$ cat config.mk
export PLATFORM = sky130hd
export DESIGN_NAME = bresenham_line_stepper_flat
export DESIGN_NICKNAME = d
export VERILOG_FILES = /design/src/hw/rtl/bls_pkg.sv /design/src/hw/rtl/bls_if.sv /design/src/hw/rtl/bresenham_line_stepper.sv /design/src/flat_wrapper.sv
export SDC_FILE = /design/constraint.sdc
export NUM_CORES = 2
export LEC_CHECK = 0
export BUFFER_PORTS_ARGS = -buffer_cell sky130_fd_sc_hd__buf_4
export CORE_UTILIZATION = 25
export CTS_BUF_LIST = sky130_fd_sc_hd__clkbuf_8
export CTS_CLUSTER_DIAMETER = 200
export DETAILED_ROUTE_END_ITERATION = 7
export MAX_ROUTING_LAYER = met4
export PLACE_DENSITY_LB_ADDON = 0.15
export SLEW_MARGIN = 40
export SYNTH_ARGS = -nofsm -noshare
export SYNTH_HDL_FRONTEND = slang
export SYNTH_SLANG_ARGS = --single-unit
export TNS_END_PERCENT = 50
$ cat constraint.sdc
create_clock -name clk -period 27.5 [get_ports clk]
set_input_delay 5.5 -clock clk [delete_from_list [all_inputs] [get_ports clk]]
set_output_delay 5.5 -clock clk [all_outputs]
set_load 0.02 [all_outputs]
$ cat src/hw/rtl/bls_pkg.sv
`default_nettype none
package bls_pkg;

  // field widths fixed by the interface
  localparam int unsigned COORD_BITS  = 13;
  localparam int unsigned PIXEL_BITS  = 24;
  localparam int unsigned LEN_BITS    = 20;
  localparam int unsigned SCALE_BITS  = 7;
  localparam int unsigned OFFSET_BITS = 16;
  localparam int unsigned IMAGE_BITS  = 13;

  // scaled endpoint: 13x8 signed product plus a 16 bit offset
  localparam int unsigned SCALED_BITS = 21;
  // error term lives in [-2*major, 2*minor), major below 2^20
  localparam int unsigned ERR_BITS    = 23;

  // configuration port
  localparam int unsigned CFG_INDEX_BITS = 3;
  localparam int unsigned CFG_DATA_BITS  = 16;

  typedef logic [CFG_INDEX_BITS-1:0] cfg_index_t;

  localparam cfg_index_t REG_SCALE        = 3'd0;
  localparam cfg_index_t REG_ORIGIN_X     = 3'd1;
  localparam cfg_index_t REG_ORIGIN_Y     = 3'd2;
  localparam cfg_index_t REG_IMAGE_WIDTH  = 3'd3;
  localparam cfg_index_t REG_IMAGE_HEIGHT = 3'd4;

  localparam logic [SCALE_BITS-1:0] SCALE_RESET = 7'd1;
  localparam logic [IMAGE_BITS-1:0] IMAGE_RESET = 13'd1024;

  localparam logic ACTION_LOAD    = 1'b0;
  localparam logic ACTION_ADVANCE = 1'b1;

endpackage
`default_nettype wire

$ cat src/hw/rtl/bls_if.sv
`default_nettype none
interface bls_in_if;
  logic                                      valid;
  logic                                      ready;
  logic                                      action;
  logic signed [bls_pkg::COORD_BITS-1:0]     start_x;
  logic signed [bls_pkg::COORD_BITS-1:0]     start_y;
  logic signed [bls_pkg::COORD_BITS-1:0]     end_x;
  logic signed [bls_pkg::COORD_BITS-1:0]     end_y;

  modport source (output valid, action, start_x, start_y, end_x, end_y, input ready);
  modport sink   (input valid, action, start_x, start_y, end_x, end_y, output ready);
endinterface

interface bls_out_if;
  logic                                      valid;
  logic                                      ready;
  logic signed [bls_pkg::PIXEL_BITS-1:0]     pixel_x;
  logic signed [bls_pkg::PIXEL_BITS-1:0]     pixel_y;
  logic                                      visible;
  logic [bls_pkg::LEN_BITS-1:0]              step_index;
  logic [bls_pkg::LEN_BITS-1:0]              line_length;
  logic                                      last;

  modport source (output valid, pixel_x, pixel_y, visible, step_index, line_length, last,
                  input ready);
  modport sink   (input valid, pixel_x, pixel_y, visible, step_index, line_length, last,
                  output ready);
endinterface
`default_nettype wire

$ cat src/hw/rtl/bresenham_line_stepper.sv
`default_nettype none
// Bresenham line stepper. A load word (action 0) takes two endpoints, scales
// them by the scale register, adds the offsets and sets up the walk; it gives
// no output word. Each advance word (action 1) then gives one pixel, starting
// at the start point and stopping one pixel short of the end point, with a
// visibility flag, a one-based step index, the line length and a last mark.
// A zero-length line, or an advance with no line in progress, gives nothing.
// The walk is a single add-compare of the error term per clock, and one
// output register separates the two channels, so a word can be taken every
// cycle while the output side keeps up. Positions
// wrap at POSITION_BITS; write the registers only while the block is idle.
module bresenham_line_stepper #(
  parameter int unsigned POSITION_BITS = 24
) (
  input  wire                                   clk,
  input  wire                                   rst,
  input  wire                                   cfg_we,
  input  wire [bls_pkg::CFG_INDEX_BITS-1:0]     cfg_index,
  input  wire [bls_pkg::CFG_DATA_BITS-1:0]      cfg_data,
  bls_in_if.sink                                line_in,
  bls_out_if.source                             pixel_out
);

  localparam int unsigned P  = POSITION_BITS;
  localparam int unsigned SB = bls_pkg::SCALED_BITS;
  localparam int unsigned EB = bls_pkg::ERR_BITS;
  localparam int unsigned LB = bls_pkg::LEN_BITS;

  // configuration
  logic [bls_pkg::SCALE_BITS-1:0]         scale;
  logic signed [bls_pkg::OFFSET_BITS-1:0] origin_x;
  logic signed [bls_pkg::OFFSET_BITS-1:0] origin_y;
  logic [bls_pkg::IMAGE_BITS-1:0]         image_width;
  logic [bls_pkg::IMAGE_BITS-1:0]         image_height;

  always_ff @(posedge clk) begin
    if (rst) begin
      scale        <= bls_pkg::SCALE_RESET;
      origin_x     <= '0;
      origin_y     <= '0;
      image_width  <= bls_pkg::IMAGE_RESET;
      image_height <= bls_pkg::IMAGE_RESET;
    end else if (cfg_we) begin
      case (cfg_index)
        bls_pkg::REG_SCALE:        scale        <= cfg_data[bls_pkg::SCALE_BITS-1:0];
        bls_pkg::REG_ORIGIN_X:     origin_x     <= cfg_data;
        bls_pkg::REG_ORIGIN_Y:     origin_y     <= cfg_data;
        bls_pkg::REG_IMAGE_WIDTH:  image_width  <= cfg_data[bls_pkg::IMAGE_BITS-1:0];
        bls_pkg::REG_IMAGE_HEIGHT: image_height <= cfg_data[bls_pkg::IMAGE_BITS-1:0];
        default: ;
      endcase
    end
  end

  // walk state
  logic signed [P-1:0]  pos_x;
  logic signed [P-1:0]  pos_y;
  logic signed [EB-1:0] error_term;
  logic [LB-1:0]        major_len;
  logic [LB-1:0]        minor_len;
  logic                 dir_x_negative;
  logic                 dir_y_negative;
  logic                 x_is_major;
  logic [LB-1:0]        step_count;
  logic                 line_active;

  // output register
  logic                 out_valid;
  logic signed [bls_pkg::PIXEL_BITS-1:0] out_x;
  logic signed [bls_pkg::PIXEL_BITS-1:0] out_y;
  logic                 out_visible;
  logic [LB-1:0]        out_step;
  logic [LB-1:0]        out_length;
  logic                 out_last;

  logic accept;
  logic is_load;
  logic is_step;

  assign line_in.ready = !out_valid || pixel_out.ready;
  assign accept  = line_in.valid && line_in.ready;
  assign is_load = accept && (line_in.action == bls_pkg::ACTION_LOAD);
  assign is_step = accept && (line_in.action == bls_pkg::ACTION_ADVANCE) && line_active;

  // load setup: deltas come from the endpoint difference, the offset cancels
  logic signed [7:0]    scale_s;
  logic signed [SB-1:0] x0;
  logic signed [SB-1:0] y0;
  logic signed [13:0]   diff_x;
  logic signed [13:0]   diff_y;
  logic signed [SB-1:0] dx;
  logic signed [SB-1:0] dy;
  logic signed [SB-1:0] neg_dx;
  logic signed [SB-1:0] neg_dy;
  logic [LB-1:0]        abs_dx;
  logic [LB-1:0]        abs_dy;
  logic                 load_x_major;
  logic [LB-1:0]        load_major;
  logic [LB-1:0]        load_minor;
  logic signed [EB-1:0] load_error;

  always_comb begin
    scale_s = $signed({1'b0, scale});
    x0 = SB'(line_in.start_x * scale_s) + SB'(origin_x);
    y0 = SB'(line_in.start_y * scale_s) + SB'(origin_y);
    diff_x = 14'(line_in.end_x) - 14'(line_in.start_x);
    diff_y = 14'(line_in.end_y) - 14'(line_in.start_y);
    dx = SB'(diff_x * scale_s);
    dy = SB'(diff_y * scale_s);
    neg_dx = -dx;
    neg_dy = -dy;
    abs_dx = dx[SB-1] ? neg_dx[LB-1:0] : dx[LB-1:0];
    abs_dy = dy[SB-1] ? neg_dy[LB-1:0] : dy[LB-1:0];
    // a tie makes y the major axis
    load_x_major = abs_dx > abs_dy;
    load_major = load_x_major ? abs_dx : abs_dy;
    load_minor = load_x_major ? abs_dy : abs_dx;
    load_error = $signed(EB'({load_minor, 1'b0})) - $signed(EB'(load_major));
  end

  // one step of the walk
  logic signed [P-1:0]  step_x;
  logic signed [P-1:0]  step_y;
  logic signed [P-1:0]  pos_x_next;
  logic signed [P-1:0]  pos_y_next;
  logic signed [EB-1:0] error_next;
  logic [LB-1:0]        step_count_next;
  logic                 step_last;
  logic                 step_visible;
  logic                 minor_move;

  always_comb begin
    step_x = dir_x_negative ? '1 : P'(1);
    step_y = dir_y_negative ? '1 : P'(1);
    minor_move = !error_term[EB-1];
    step_count_next = step_count + LB'(1);
    step_last = step_count_next >= major_len;
    step_visible = !pos_x[P-1] && (pos_x < $signed(P'(image_width))) &&
                   !pos_y[P-1] && (pos_y < $signed(P'(image_height)));
    pos_x_next = pos_x;
    pos_y_next = pos_y;
    if (x_is_major) begin
      pos_x_next = pos_x + step_x;
      if (minor_move) pos_y_next = pos_y + step_y;
    end else begin
      pos_y_next = pos_y + step_y;
      if (minor_move) pos_x_next = pos_x + step_x;
    end
    if (minor_move) begin
      error_next = error_term + $signed(EB'({minor_len, 1'b0}))
                   - $signed(EB'({major_len, 1'b0}));
    end else begin
      error_next = error_term + $signed(EB'({minor_len, 1'b0}));
    end
  end

  always_ff @(posedge clk) begin
    if (rst) begin
      line_active <= 1'b0;
    end else if (is_load) begin
      line_active <= load_major != '0;
    end else if (is_step && step_last) begin
      line_active <= 1'b0;
    end
  end

  always_ff @(posedge clk) begin
    if (is_load) begin
      pos_x          <= P'(x0);
      pos_y          <= P'(y0);
      error_term     <= load_error;
      major_len      <= load_major;
      minor_len      <= load_minor;
      dir_x_negative <= dx[SB-1];
      dir_y_negative <= dy[SB-1];
      x_is_major     <= load_x_major;
      step_count     <= '0;
    end else if (is_step) begin
      pos_x      <= pos_x_next;
      pos_y      <= pos_y_next;
      error_term <= error_next;
      step_count <= step_count_next;
    end
  end

  always_ff @(posedge clk) begin
    if (rst) begin
      out_valid <= 1'b0;
    end else if (is_step) begin
      out_valid <= 1'b1;
    end else if (pixel_out.ready) begin
      out_valid <= 1'b0;
    end
  end

  always_ff @(posedge clk) begin
    if (is_step) begin
      out_x       <= bls_pkg::PIXEL_BITS'(pos_x);
      out_y       <= bls_pkg::PIXEL_BITS'(pos_y);
      out_visible <= step_visible;
      out_step    <= step_count_next;
      out_length  <= major_len;
      out_last    <= step_last;
    end
  end

  assign pixel_out.valid       = out_valid;
  assign pixel_out.pixel_x     = out_x;
  assign pixel_out.pixel_y     = out_y;
  assign pixel_out.visible     = out_visible;
  assign pixel_out.step_index  = out_step;
  assign pixel_out.line_length = out_length;
  assign pixel_out.last        = out_last;

endmodule
`default_nettype wire

$ cat src/flat_wrapper.sv
// flat-port wrapper written by rule: the top's interface ports become plain ports
module bresenham_line_stepper_flat 
#(
  parameter int unsigned POSITION_BITS = 24
)
  (clk, rst, cfg_we, cfg_index, cfg_data, line_in_valid, line_in_action, line_in_start_x, line_in_start_y, line_in_end_x, line_in_end_y, line_in_ready, pixel_out_valid, pixel_out_pixel_x, pixel_out_pixel_y, pixel_out_visible, pixel_out_step_index, pixel_out_line_length, pixel_out_last, pixel_out_ready);
  bls_in_if line_in_i ();
  bls_out_if pixel_out_i ();
  input  wire clk;
  input  wire rst;
  input  wire cfg_we;
  input  wire [bls_pkg::CFG_INDEX_BITS-1:0] cfg_index;
  input  wire [bls_pkg::CFG_DATA_BITS-1:0] cfg_data;
  input wire logic [$bits(line_in_i.valid)-1:0] line_in_valid;
  input wire logic [$bits(line_in_i.action)-1:0] line_in_action;
  input wire logic [$bits(line_in_i.start_x)-1:0] line_in_start_x;
  input wire logic [$bits(line_in_i.start_y)-1:0] line_in_start_y;
  input wire logic [$bits(line_in_i.end_x)-1:0] line_in_end_x;
  input wire logic [$bits(line_in_i.end_y)-1:0] line_in_end_y;
  output wire logic [$bits(line_in_i.ready)-1:0] line_in_ready;
  output wire logic [$bits(pixel_out_i.valid)-1:0] pixel_out_valid;
  output wire logic [$bits(pixel_out_i.pixel_x)-1:0] pixel_out_pixel_x;
  output wire logic [$bits(pixel_out_i.pixel_y)-1:0] pixel_out_pixel_y;
  output wire logic [$bits(pixel_out_i.visible)-1:0] pixel_out_visible;
  output wire logic [$bits(pixel_out_i.step_index)-1:0] pixel_out_step_index;
  output wire logic [$bits(pixel_out_i.line_length)-1:0] pixel_out_line_length;
  output wire logic [$bits(pixel_out_i.last)-1:0] pixel_out_last;
  input wire logic [$bits(pixel_out_i.ready)-1:0] pixel_out_ready;
  assign line_in_i.valid = line_in_valid;
  assign line_in_i.action = line_in_action;
  assign line_in_i.start_x = line_in_start_x;
  assign line_in_i.start_y = line_in_start_y;
  assign line_in_i.end_x = line_in_end_x;
  assign line_in_i.end_y = line_in_end_y;
  assign line_in_ready = line_in_i.ready;
  assign pixel_out_valid = pixel_out_i.valid;
  assign pixel_out_pixel_x = pixel_out_i.pixel_x;
  assign pixel_out_pixel_y = pixel_out_i.pixel_y;
  assign pixel_out_visible = pixel_out_i.visible;
  assign pixel_out_step_index = pixel_out_i.step_index;
  assign pixel_out_line_length = pixel_out_i.line_length;
  assign pixel_out_last = pixel_out_i.last;
  assign pixel_out_i.ready = pixel_out_ready;
  bresenham_line_stepper #(.POSITION_BITS(POSITION_BITS)) u_core (.clk(clk), .rst(rst), .cfg_we(cfg_we), .cfg_index(cfg_index), .cfg_data(cfg_data), .line_in(line_in_i), .pixel_out(pixel_out_i));
endmodule
Word-level counts from Yosys, hierarchy flattened --
Cells that the tools add are included.
Word-level totals: register bits after elaboration 291, output and inout port bits 92, RAM bits 0, bits in read-only memories 0, latch bits 0, memories 0
Cells by class: reductions and logical operators 24, bitwise logic cells 1, shift operators 0, equality and inequality tests 6, div/mod/pow operators 0, multiplexer cells 21, $lt $le $gt $ge 4, $mul 4, add/subtract/negate cells 12
Operators with widths (number):
- 24-bit two-way mux | 10
- 20-bit two-way mux | 4
- 23-bit two-way mux | 3
- 24-bit adder | 2
- 24-bit by 14-bit < comparator with 1-bit output | 2
- 21-bit by 16-bit adder with 21-bit output | 2
- 13-bit by 8-bit multiplier with 21-bit output | 2
- 14-bit by 8-bit multiplier with 21-bit output | 2
- 20-bit negator | 2
- 13-bit by 13-bit subtractor with 14-bit output | 2
- 23-bit by 22-bit adder with 23-bit output | 1
- 23-bit by 22-bit subtractor with 23-bit output | 1
- 21-bit by 20-bit subtractor with 22-bit output | 1
- 20-bit by 1-bit adder with 20-bit output (second input constant) | 1
- 20-bit greater-or-equal comparator | 1
- 20-bit > comparator | 1
- 20-bit nonzero test | 1
- 2-bit AND reduction | 7
- 1-bit logical AND | 8
- 3-bit by 2-bit equality test with 1-bit output (second input constant) | 2
- 3-bit != test (second input constant) | 2
- 2-bit nonzero test | 3
- 1-bit two-way mux | 4
- 3-bit by 1-bit equality test with 1-bit output (second input constant) | 1
- other kinds (5) | 7

Depth between registers and ports, before layout --
word-level depth 8, gate-level depth with buffers 68

Least setup slack after synthesis --
No wires, ideal clock.
kind input to register, start point in line_in_end_x[0], end point reg u_core.error_term[16] (data pin), arrival time 18354 ps, required time 27229 ps, setup slack 8875 ps, library setup time 271 ps, stages 65, path through inv_1 ha_1 inv_1 fa_1 nand2_1 nand2_1 a21oi_1 o21ai_0 a21oi_1 o21ai_0 a21oi_1 o21bai_1 a21oi_1 o21bai_1 a21oi_1 xnor2_1 nand2_1 fa_1 [... 29 more ...] buf_2 clkbuf_1 nor2_1 a21oi_1 inv_1 fa_1 a21o_1 maj3_1 maj3_1 maj3_1 mux2i_1 maj3_2 maj3_4 a221oi_1 a311o_1 a21oi_1 xor2_1 a21oi_1
Between the ends: cells in the longest elaborated chain, start to end 8
RTL lines:
- from (decl) | RTL line flat_wrapper.sv:18 | input wire logic [$bits(line_in_i.end_x)-1:0] line_in_end_x;
- 13-bit by 13-bit subtractor with 14-bit output (*) | RTL line bresenham_line_stepper.sv:106 | diff_x = 14'(line_in.end_x) - 14'(line_in.start_x);
- 14-bit by 8-bit multiplier with 21-bit output (*) | RTL line bresenham_line_stepper.sv:108 | dx = SB'(diff_x * scale_s);
- 20-bit negator | RTL line bresenham_line_stepper.sv:110 | neg_dx = -dx;
- 20-bit two-way mux (*) | RTL line bresenham_line_stepper.sv:112 | abs_dx = dx[SB-1] ? neg_dx[LB-1:0] : dx[LB-1:0];
- 20-bit > comparator | RTL line bresenham_line_stepper.sv:115 | load_x_major = abs_dx > abs_dy;
- 20-bit two-way mux (*) | RTL line bresenham_line_stepper.sv:116 | load_major = load_x_major ? abs_dx : abs_dy;
- net u_core.load_major[1] | RTL line bresenham_line_stepper.sv:98 | logic [LB-1:0] load_major;
- 21-bit by 20-bit subtractor with 22-bit output (*) | RTL line bresenham_line_stepper.sv:118 | load_error = $signed(EB'({load_minor, 1'b0})) - $signed(EB'(load_major));
- 23-bit two-way mux (*) | RTL line bresenham_line_stepper.sv:168 | if (is_load) begin
- to (signal assigned) | RTL line bresenham_line_stepper.sv:171 | error_term <= load_error;
- to (signal assigned) | RTL line bresenham_line_stepper.sv:181 | error_term <= error_next;
- to (decl) | RTL line bresenham_line_stepper.sv:58 | logic signed [EB-1:0] error_term;
The timed path passes the listed nets; every way through them passes the cells marked *. A chain may end at the register's enable or synchronous reset.

Final worst setup path --
start point in line_in_end_x[0], end point reg u_core.error_term[20] (data pin)
Same word-level chain as after synthesis.

==> metrics.csv <==
stage;metric;value;unit
clocking;htreeDepth;2;
routing;routedWlPerCell;17.6;um
layout;drive_gt1_share;8.39;%
power;p_per_area;92.2;nW/um^2
layout;stdcell_area;38700;um^2
flow_run;maxCapViolations;0;
clocking;cts_max_path_buffers;3;
placed_design;hpwl;81.7;mm
synthesis;yosysSeqAreaShare;22.9;%
synthesis;synthesis.area;34300;um^2
setup_path;crit_path_top_delay_cell;fa_1;
synthesis;ys_top_cells_by_area;fa_1 (19%), edfxtp_1 (18%), ha_1 (13%);
setup_path;setup.worst_path.end_class;flip-flop;
power;peakVddDrop;0.0920;mV
synthesis;ys_warn_count;0;
routing;viasPerCell;4.47;
clocking;worstSkewPairLatency;0.68;ns
setup_path;endpoint;u_core.error_term[20];
clocking;cts_buffers;54;
sta;final_max_slew_viol_count;0;
clocking;clkTransAtPathRegs;0.06;ns
setup_path;worst-endpoint-required;28.01;ns
synthesis;synthMostInstantiatedCell;inv_1;
floorplan;io_pins;169;
setup_path;path_max_fanout;43;
global_route;grt_antenna_before_repair;3;
routing;drt_first_pass_iters;5;
setup_path;regToRegSetupSlack;14.59;ns
setup_path;r2r-start;u_core.scale[3];
setup_path;cpMostUsedCell;a21oi_1;
routing;drc;0;
layout;area_growth;12.8;%
sta;grt_setup_unrepaired;false;
setup_path;reg2reg_depth;45;
setup_path;critical_path_arrival;20.03;ns
clocking;cts-resized-gates;0;
setup_path;setup.worst_path.start;line_in_end_x[0];
sta;finalSetupTns;0;ns
floorplan;die-area;139000;um^2
synthesis;synth_common_cells;inv_1 (697), nand2_1 (398), ha_1 (355), fa_1 (327), and2_1 (273);
global_route;grt_max_degree;68;
synthesis;async_flop_share;0;%
synthesis;yosysTopAreaCell;fa_1;
layout;nFillCells;14700;
sta;slew_headroom;46.0;%
clocking;cts_tree;built;
synthesis;synth_edf_count;203;
clocking;post-cts-setup-buffers;0;
status;outcome;completed;
power;p_int;1820;uW
sta;fin_ws;7.97;ns
sta;finalCriticalPeriod;19.53;ns
power;comb_power_share;69.3;%
synthesis;yosysUniqueCellTypes;101;
sta;hold_viol;0;
setup_path;timing.rr.end;u_core.error_term[20];
floorplan;die_y;372;um
power;p_leak;0.0179;uW
min_path;min_path_type;flip-flop to flip-flop;
placed_design;place.gp.congestion;0.839;
synthesis;synth_ff_type;edfxtp_1;
layout;fin_nets;4743;
clocking;cts_hold_buf;0;
power;sw_frac_of_total;48.9;%
power;power_frac_clock;12.5;%
power;p_switching;1740;uW
routing;first_iter_violations;1234;
global_route;globalRoute.totalOverflow;0;
power;seqPwrFrac;18.2;%
sta;fmax;0.0512;GHz
synthesis;syn_nets;4601;
sta;tightest_slew;0.804;ns
sta;setup_viol;0;
setup_path;cp_slowest_stage_delay;0.55;ns
setup_path;critPathKind;primary input to flip-flop;
placed_design;numPortBuffers;168;
placed_design;post_dp_cell_area;37500;um^2
routing;num_vias;26000;
global_route;grt_pass1_vias;26500;
synthesis;synth_cells;3842;
routing;routed_wirelength;102;mm
min_path;hold_path_startpoint;u_core.major_len[5];
floorplan;dieWidth;372;um
floorplan;start_util;25.2;%
placed_design;place_ws;7.21;ns
floorplan;core;136000;um^2
clocking;cts_sinks;290;
global_route;grt_pass1_wl;158;mm
synthesis;ys_ff_latch;290;
global_route;grt_usage;15.2;%
setup_path;start_kind;primary input;
sta;clock_skew;0.0438;ns
clocking;cts-root-buf;clkbuf_8;
synthesis;synth_top_area_share;19.1;%
floorplan;row_count;135;
synthesis;syn_avg_cell_area;8.92;um^2
sta;fin_crit_sh;71.0;%
routing;detail-route-antenna-nets;0;
final cells by class:
cell class                      instances  area (um^2)  area share [%]
Clock buffer                           58          798            2.06
Antenna cell                            6         15.0          0.0388
Clock inverter                         42          303           0.783
Inverter                              705         2650            6.86
Multi-Input combinational cell       2742        23400            60.4
Tap cell                             1781         2230            5.76
Sequential cell                       290         7850            20.3
Timing Repair Buffer                  191         1450            3.76
worst max-delay path, delay by kind of cell:
kind            cells  cell delay [ns]
compound gates     28             5.62
xor+xnor            3             0.97
fa+ha+maj          14             5.41
buf+inv            10             1.55
mux                 1             0.29
simple gates        7             0.64
power groups by stage:
stage          Sequential [uW]  Clock (uW)  Combinational (uW)
2_1_floorplan              638           0                1890
6_report                   650         445                2470
4_1_cts                    652         465                2500
3_3_place_gp               661           0                2490
3_5_place_dp               661           0                2480
5_1_grt                    657         479                2790
stage by stage:
stage,total power (uW),std cells,hold slack (ns),util (%)
finish,3570,5815,0.448,28.5
global route,3920,5812,0.465,28.5
CTS,3610,5808,0.450,28.5
detailed placement,3140,5708,0.434,27.6
global placement,3150,5708,0.435,27.6
floorplan,2520,3842,0.426,-
sequential cells by signal, indices dropped and copies added (netlist names), 13 cells and up:
register,count
u_core.origin_x,16
u_core.error_term,22
u_core.pos_y,24
u_core.image_height,13
u_core.pixel_out.step_index,20
u_core.image_width,13
u_core.major_len,20
u_core.origin_y,16
u_core.step_count,20
u_core.pixel_out.line_length,20
u_core.minor_len,20
u_core.pixel_out.pixel_x,24
u_core.pixel_out.pixel_y,24
u_core.pos_x,24
how the worst min path moves through the flow:
stage | end | slack [ns] | depth (start not counted)
after floorplan | u_core.pixel_out.line_length[10] | 0.43 | 0
after global placement | u_core.pixel_out.line_length[9] | 0.43 | 0
after detailed placement | u_core.pixel_out.line_length[5] | 0.43 | 0
after CTS | u_core.pixel_out.line_length[5] | 0.45 | 0
after global routing | u_core.pixel_out.line_length[10] | 0.46 | 0
final | u_core.pixel_out.line_length[5] | 0.45 | 0
cells by family (layout without fill, tap and decap cells):
| kind of cell | Yosys count | after routing | synth area share, % |
|---|---|---|---|
| and+or+nand+nor | 1074 | 1074 | 15.5 |
| buffers and inverters | 810 | 996 | 8.98 |
| AOI/OAI and AO/OA | 706 | 706 | 13.1 |
| adders and majority gates | 697 | 697 | 32.5 |
| DFF | 290 | 290 | 22.9 |
| xor gates and xnor gates | 233 | 233 | 6.10 |
| muxes | 32 | 32 | 1.01 |
| other | 0 | 6 | 0 |
cells in the final DEF, fill, tap and decap left out, types with 17 or more instances in the layout:
cell,count
a211oi_1,25
a21boi_0,32
a21o_1,57
a21oi_1,267
and2_1,273
buf_4,188
clkbuf_8,58
dfxtp_1,80
edfxtp_1,203
fa_1,327
ha_1,355
inv_1,710
mux2i_1,21
nand2_1,398
nand2b_1,20
nand3_1,48
nor2_1,163
nor2b_1,37
nor3_1,37
o21a_1,17
o21ai_0,133
o21bai_1,26
o31ai_1,26
or3_1,22
xnor2_1,145
xor2_1,83
routing by layer:
metal | up-vias | global-route usage (%) | share of wire (%)
met5 | - | - | 0
met4 | 0 | 2.57 | 1.2
met3 | 71 | 1.29 | 2.6
met2 | 299 | 24.0 | 45
met1 | 12700 | 21.3 | 51
li1 | 12900 | - | -
Power figures use the tool's default switching activity.
